## src/rtl/core/dcpf_pkg.sv

```systemverilog
`default_nettype none

package dcpf_pkg;

    // Default sizes and fixed field widths.
    localparam int MAX_ENTRIES_DEF = 64;
    localparam int COORD_BITS_DEF  = 20;
    localparam int IDX_W           = 16;
    localparam int TOL_W           = 16;
    localparam int OUT_W           = 6;
    localparam logic [TOL_W-1:0] TOL_RESET = 16'd256;

    // Number of coordinates held per entry: x, y and z for position A, then for B.
    localparam int N_COORD = 6;

    // Commands from the controller to the datapath.
    typedef struct packed {
        logic       ld_new;
        logic       rd_en;
        logic       check;
        logic       sq_en;
        logic [1:0] sq_sel;
        logic       root_en;
        logic       cmp_en;
        logic       flush;
    } t_cmd;

endpackage

`default_nettype wire

```

## src/rtl/core/dcpf_ctrl.sv

```systemverilog
`default_nettype none

module dcpf_ctrl
    import dcpf_pkg::*;
#(
    parameter int MAX_ENTRIES = MAX_ENTRIES_DEF,
    parameter int COORD_BITS  = COORD_BITS_DEF
) (
    input  wire logic                           i_clk,
    input  wire logic                           i_rst_n,
    input  wire logic                           i_start,
    input  wire logic                           i_first_of_set,
    input  wire logic                           i_idx_eq,
    output logic                                o_busy,
    output t_cmd                                o_cmd,
    output logic [$clog2(MAX_ENTRIES)-1:0]      o_wr_addr,
    output logic [$clog2(MAX_ENTRIES)-1:0]      o_rd_addr
);

    localparam int AW = $clog2(MAX_ENTRIES);
    localparam int CW = $clog2(MAX_ENTRIES + 1);
    localparam int SW = $clog2(COORD_BITS + 2);

    typedef enum logic [6:0] {
        S_IDLE  = 7'b0000001,
        S_READ  = 7'b0000010,
        S_CHECK = 7'b0000100,
        S_SQ    = 7'b0001000,
        S_ROOT  = 7'b0010000,
        S_CMP   = 7'b0100000,
        S_FLUSH = 7'b1000000
    } t_state;

    t_state        r_state, n_state;
    logic [CW-1:0] r_count, n_count;
    logic [AW-1:0] r_k, n_k;
    logic [AW-1:0] r_pos, n_pos;
    logic [SW-1:0] r_step, n_step;
    logic [CW-1:0] w_eff;
    logic          w_accept;
    logic          w_end;

    assign w_accept = i_start && (r_state == S_IDLE);
    assign w_eff    = i_first_of_set ? '0 : r_count;
    assign w_end    = (r_k == AW'(r_pos - 1'b1));

    // Sequencing of one arrival over all stored entries.
    always_comb begin
        n_state = r_state;
        n_count = r_count;
        n_k     = r_k;
        n_pos   = r_pos;
        n_step  = r_step;
        o_cmd   = '0;
        unique case (r_state)
            S_IDLE: begin
                if (i_start) begin
                    if (i_first_of_set) begin
                        n_count = '0;
                    end
                    if (w_eff < CW'(MAX_ENTRIES)) begin
                        o_cmd.ld_new = 1'b1;
                        n_pos   = w_eff[AW-1:0];
                        n_count = w_eff + 1'b1;
                        n_k     = '0;
                        if (w_eff != '0) begin
                            n_state = S_READ;
                        end
                    end
                end
            end
            S_READ: begin
                o_cmd.rd_en = 1'b1;
                n_state     = S_CHECK;
            end
            S_CHECK: begin
                o_cmd.check = 1'b1;
                n_step      = '0;
                if (!i_idx_eq) begin
                    n_state = S_SQ;
                end else if (w_end) begin
                    n_state = S_FLUSH;
                end else begin
                    n_k     = r_k + 1'b1;
                    n_state = S_READ;
                end
            end
            S_SQ: begin
                o_cmd.sq_en  = 1'b1;
                o_cmd.sq_sel = r_step[1:0];
                if (r_step == SW'(2)) begin
                    n_step  = '0;
                    n_state = S_ROOT;
                end else begin
                    n_step = r_step + 1'b1;
                end
            end
            S_ROOT: begin
                o_cmd.root_en = 1'b1;
                if (r_step == SW'(COORD_BITS)) begin
                    n_state = S_CMP;
                end else begin
                    n_step = r_step + 1'b1;
                end
            end
            S_CMP: begin
                o_cmd.cmp_en = 1'b1;
                if (w_end) begin
                    n_state = S_FLUSH;
                end else begin
                    n_k     = r_k + 1'b1;
                    n_state = S_READ;
                end
            end
            S_FLUSH: begin
                o_cmd.flush = 1'b1;
                n_state     = S_IDLE;
            end
            default: begin
                n_state = S_IDLE;
            end
        endcase
    end

    always_ff @(posedge i_clk) begin
        if (!i_rst_n) begin
            r_state <= S_IDLE;
            r_count <= '0;
            r_k     <= '0;
            r_pos   <= '0;
            r_step  <= '0;
        end else begin
            r_state <= n_state;
            r_count <= n_count;
            r_k     <= n_k;
            r_pos   <= n_pos;
            r_step  <= n_step;
        end
    end

    assign o_busy    = (r_state != S_IDLE);
    assign o_wr_addr = n_pos;
    assign o_rd_addr = r_k;

    // The store never holds more than its capacity.
    a_count_max: assert property (@(posedge i_clk) disable iff (!i_rst_n)
        r_count <= CW'(MAX_ENTRIES))
        else $error("entry count above capacity");

    // Only entries stored before the new one are visited.
    a_k_below_pos: assert property (@(posedge i_clk) disable iff (!i_rst_n)
        (r_state != S_IDLE) |-> (r_k < r_pos))
        else $error("visited entry not below new position");

    // An accepted arrival that is stored leaves the count one above its position.
    a_count_step: assert property (@(posedge i_clk) disable iff (!i_rst_n)
        (w_accept && o_cmd.ld_new) |=> (r_count == CW'(r_pos) + 1'b1))
        else $error("count does not follow stored position");

endmodule

`default_nettype wire

```

## config.mk

```make
export PLATFORM = sky130hd
export DESIGN_NAME = dcpf_ctrl
export DESIGN_NICKNAME = d
export VERILOG_FILES = /design/src/rtl/core/dcpf_pkg.sv /design/src/rtl/core/dcpf_ctrl.sv
export SDC_FILE = /design/constraint.sdc
export NUM_CORES = 1
export LEC_CHECK = 0
export BUFFER_PORTS_ARGS = -buffer_cell sky130_fd_sc_hd__buf_2
export CAP_MARGIN = 20
export CORE_AREA = 2 2 61 63
export DETAILED_ROUTE_END_ITERATION = 10
export DIE_AREA = 0 0 63 65
export PLACE_DENSITY = 0.76
export SLEW_MARGIN = 0
export SYNTH_ARGS = -nofsm -noshare
export SYNTH_HDL_FRONTEND = slang
export SYNTH_SLANG_ARGS = --single-unit
```

## constraint.sdc

```tcl
create_clock -name i_clk -period 2.9 [get_ports i_clk]
set_input_delay 0.435 -clock i_clk [delete_from_list [all_inputs] [get_ports i_clk]]
set_output_delay 0.435 -clock i_clk [all_outputs]
set_load 0.02 [all_outputs]
```

## Yosys cells after proc, flatten, opt, wreduce, memory -nomap -nowiden

Cells that the tools add are included.

- $lt $le $gt $ge: 1
- Equality and inequality tests: 18
- Reductions and logical operators: 7
- Add/sub/neg operators: 4
- Muxes and demuxes: 30

Operators with widths:

| cell | count |
|---|---|
| 7-bit 2-to-1 mux | 9 |
| 6-bit 2-to-1 mux | 7 |
| 7-bit case mux with 6 select lines | 1 |
| 6-bit case mux with 3 select lines | 1 |
| 5-bit case mux with 3 select lines | 1 |
| 5-bit 2-to-1 mux | 2 |
| 2-bit inequality test (second input constant) | 5 |
| 1-bit 2-to-1 mux | 8 |
| 7-bit by 1-bit adder with 7-bit output (second input constant) | 1 |
| 7-bit by 1-bit == test with 1-bit output (second input constant) | 1 |
| 7-bit by 2-bit == test with 1-bit output (second input constant) | 1 |
| 7-bit by 3-bit == test with 1-bit output (second input constant) | 1 |
| 7-bit by 4-bit == test with 1-bit output (second input constant) | 1 |
| 7-bit by 5-bit == test with 1-bit output (second input constant) | 1 |
| 7-bit by 6-bit == test with 1-bit output (second input constant) | 1 |
| 7-bit == test (second input constant) | 1 |
| 7-bit < comparator (second input constant) | 1 |
| 7-bit by 1-bit inequality test with 1-bit output (second input constant) | 1 |
| 7-bit nonzero test | 1 |
| 6-bit by 1-bit adder with 6-bit output (second input constant) | 1 |
| 6-bit == test | 1 |
| 3-bit nonzero test | 2 |
| 6-bit by 1-bit subtractor with 6-bit output (second input constant) | 1 |
| 5-bit by 1-bit adder with 5-bit output (second input constant) | 1 |
| 7 further kinds | 9 |

- Bits in registers: 31
- Word-level logic and storage cells: 65
- Bits of input ports: 5
- Output and inout port bits: 22

## Longest topological paths before layout

- Depth in word-level cells: 6
- Depth in mapped cells: 8
- Mapped depth without buffers: 8

## Worst setup path after synthesis

OpenSTA, ideal clock, no wires.

- Path kind: register to output
- Start point: register r_state[2]
- End point: output port o_wr_addr[0]
- Stages on the path, launching flop included: 8
- Data arrival time: 1806 ps
- Path slack: 659 ps
- Path through: dfxtp_1 nor4_2 nand4_1 a21oi_1 buf_2 buf_2 nand2_1 o21ai_1

- Word-level cells in the longest chain between the ends: 2

RTL lines:

| what | RTL line | text |
|---|---|---|
| start: declaration | dcpf_ctrl.sv:34 | `t_state r_state, n_state;` |
| start signal: assignment | dcpf_ctrl.sv:133 | `r_state <= n_state;` |
| 7-bit by 1-bit == test with 1-bit output | dcpf_ctrl.sv:55 | `unique case (r_state)` |
| 6-bit 2-to-1 mux | dcpf_ctrl.sv:55 |  |
| end: declaration | dcpf_ctrl.sv:16 | `output logic [$clog2(MAX_ENTRIES)-1:0] o_wr_addr,` |

Every way passes these cells.

## Worst setup path in the final report

- Start point: register r_state[6]
- End point: output port o_wr_addr[3]

The elaborated chain is that of the path after synthesis.

==> summary.md <==
| Metric | Value |
|---|---|
| Period utilization | `91.9%` |
| Count of synthesis-stage warnings from yosys | `0` |
| Sink Count | `31` |
| Worst skew pair latency | `~330 ps` |
| Outcome | `finished clean` |
| Share of cells above drive strength 1 | `21.1%` |
| Setup WS post-layout | `~230 ps` |
| Remaining routing DRC violations | `0` |
| Chip Height | `roughly 65 um` |
| Post-synth ARST share | `0%` |
| Worst hold path type | `in2reg` |
| Via count | `between 1500 and 2000` |
| Antenna violations before repair | `0` |
| Area post-placement | `between 2000 and 2500 um2` |
| Most frequent cells in the layout | `dfxtp_1 (31), buf_2 (26), nand2_1 (23)` |
| Place WS | `around 430 ps` |
| Seq/Total Area, Yosys | `33.6%` |
| Synthesized cell area | `~1800 um2` |
| Number of hold buffers added after cts | `0` |
| Post-synth top flop | `dfxtp_1` |
| Sequential share of power | `~46%` |
| Clock network power share | `a little under a quarter` |
| Tmin final | `2670 ps` |
| Ranking of synthesized cells by area | `dfxtp_1 (34%), ha_1 (4.7%), nor2b_1 (4.7%)` |
| IO buf count | `26` |
| Worst setup path category | `reg2out` |
| Max-Slew Margin vs Limit | `between 50 and 60%` |
| Die Area | `4100 um2` |
| Slowest CP cell | `nor4_2` |
| Switching power | `approximately 0.36 mW` |
| Final instance area | `between 2000 and 2500 um2` |
| Setup Skew | `9.19 ps` |
| Iteration-0 DRC Markers | `85` |
| Commonest non-fill, non-tap cell in the layout | `dfxtp_1` |
| Part of the power in combinational logic | `31.1%` |
| Setup crit end | `o_wr_addr[3]` |
| Fmax | `between 300 and 400 MHz` |
| Cell-internal power | `between 0.6 and 0.7 mW` |
| Htree depth | `2` |
| LEAKAGE | `0.882 nW` |
| Req. time, crit path | `between 2000 and 2500 ps` |
| Max-cap violations | `0` |
| Crit path arrival time | `2230 ps` |
| Core Rows | `22` |
| Critical Path End Type | `output pin` |
| Total GRT Usage | `22.1%` |
| Crit Path Max Fanout | `8` |
| Boundary pin count | `27` |
| CP startpoint kind | `register` |
| Critical path's largest stage delay | `about 450 ps` |
| Actual slew at the worst max-slew pin | `roughly 610 ps` |
| Final Hold Viols | `0` |
| Setup_tns | `0 ps` |
| Net Sw Frac | `between 30% and 40%` |
| Placer Congestion | `around 0.86` |
| Routed Antenna Nets | `0` |
| First-pass GRT wire length | `a little over 7 mm` |
| Vias in the first global route | `1571` |
| Maximum clock path buffer count | `2` |
| Cells after Synth | `approximately 220` |
| Final #Nets | `262` |
| Top cell type by total area after synthesis | `dfxtp_1` |
| Final hold slack | `around 470 ps` |
| Number of synthesized flops with an enable pin | `0` |
| Top-area cell type share of the netlist area | `about 34%` |
| Max IR drop VDD | `0.000375 V` |
| Largest net degree at the start of global routing | `28` |
| Start point of the critical path | `r_state[6]` |
| FF+latch count, synth | `31` |
| R2r startpoint | `r_pos[0]` |
| DR WL/cell | `13.3 um` |
| RR Endpoint | `o_rd_addr[1]` |
| Syn Area/Cell | `8.43 um2` |
| RSZ-0062 raised after global routing | `no` |
| Final-report max-slew violation count | `0` |
| Reg2reg setup slack | `640 ps` |
| Num CTS Buffers | `5` |
| Die width | `roughly 63 um` |
| Routed WL | `3.97 mm` |
| Total power | `slightly above 1 mW` |
| Diodes inserted | `0` |
| Area of the core | `3500 um2` |
| CTS Root Buffer Type | `clkbuf_4` |
| Final setup viols | `0` |
| Via/cell ratio | `5.54` |
| Worst r2r path cells | `8` |
| CTS tree | `yes` |
| Crit path cell chain | `nor4_2 > nand4_1 > a21oi_4 > mux2_2 > buf_2` |
| Initial Util | `52.8%` |
| Post-synth net total | `231` |
| Congestion Overflow GR | `0` |
| Netlist cell types | `52` |
| DP Wirelength | `around 3.0 mm` |
| Router iterations before antenna repair | `4` |
| Pwr dens | `approximately 490 nW/um2` |
| Synth-to-Final Area Change | `13.7%` |
| CTS clk-pin slew, worst paths | `roughly 90 ps` |
metal layers:
layer | routed length (um) | vias up | share of wire [%] | global-route usage, %
met3 | 235 | 7 | 5.9 | 6.94
met1 | 1920 | 752 | 48 | 28.4
met2 | 1750 | 58 | 44 | 34.2
li1 | - | 838 | - | -
met4 | 65 | 0 | 1.6 | 9.17
met5 | 0 | - | 0 | 0
critical path, delay by kind of cell (launching register included):
kind                   cells  cell delay (ps)
AND/OR/NAND/NOR            2              710
flip-flops                 1              370
buffers and inverters      1              160
multiplexers               1              380
AO/OA/AOI/OAI              1              290
flip-flops by register name, indices dropped and copies added, names as in the netlist:
signal / flops
o_rd_addr: 6
r_state: 7
r_step: 5
r_count: 7
r_pos: 6
power by group through the flow:
stage / logic, mW / clock network, mW / registers [mW]
floorplan: 0.237 / 0 / 0.472
global placement: 0.307 / 0 / 0.479
detailed placement: 0.310 / 0 / 0.478
CTS: 0.314 / 0.249 / 0.469
global route: 0.352 / 0.270 / 0.474
finish: 0.318 / 0.235 / 0.469
cell usage after synthesis, types with 3 or more instances:
library cell / n
dfxtp_1: 31
nand2_1: 23
nor2_1: 15
nor2b_1: 14
inv_1: 10
and2_1: 8
ha_1: 7
o21ai_0: 7
xnor2_1: 7
xor2_1: 7
a21oi_1: 6
nand3_1: 6
nand4_1: 6
nor3_1: 5
a21boi_0: 4
and3_1: 4
o211ai_1: 4
o21ai_1: 4
a31o_2: 3
a31oi_1: 3
or3_1: 3
through the flow:
step | utilization, % | cells
after floorplan | - | 219
after global placement | 58.3 | 291
after detailed placement | 58.3 | 291
after CTS | 59.8 | 299
after global routing | 60.0 | 299
final | 60.0 | 299
worst min path at each step:
stage               slack (ps)  cells past startpoint    endpoint        from
floorplan                  470                      2  r_count[6]  r_count[6]
global placement           510                      2  r_count[3]  r_count[3]
detailed placement         510                      2  r_count[6]  r_count[6]
CTS                        440                      3  r_state[3]    i_idx_eq
global route               460                      3  r_state[3]    i_idx_eq
finish                     470                      3  r_state[3]    i_idx_eq
what timing repair did:
item	4_1_cts	5_1_grt
resized for setup	1	1
setup buffers	0	0
setup endpoints to repair	2	1
logic make-up (layout without fill, tap and decap cells):
kind of cell	after synthesis	in the layout	share of synthesized area [%]
and+or+nand+nor	104	104	32.0
AOI/OAI and AO/OA	45	45	18.4
DFF	31	31	33.6
buffers and inverters	16	48	3.39
xor gates and xnor gates	14	14	6.64
adders and majority gates	7	7	4.75
muxes	2	2	1.15
area by class of cell:
cell class | count | area [um2]
inverter | 11 | 41.3
multi-input combinational | 172 | 1170
timing repair buffer | 29 | 153
clock buffer | 7 | 45.0
clock inverter | 1 | 5.00
sequential | 31 | 621
fill | 343 | 1400
tap | 48 | 60.1
Power figures use the tool's default switching activity.
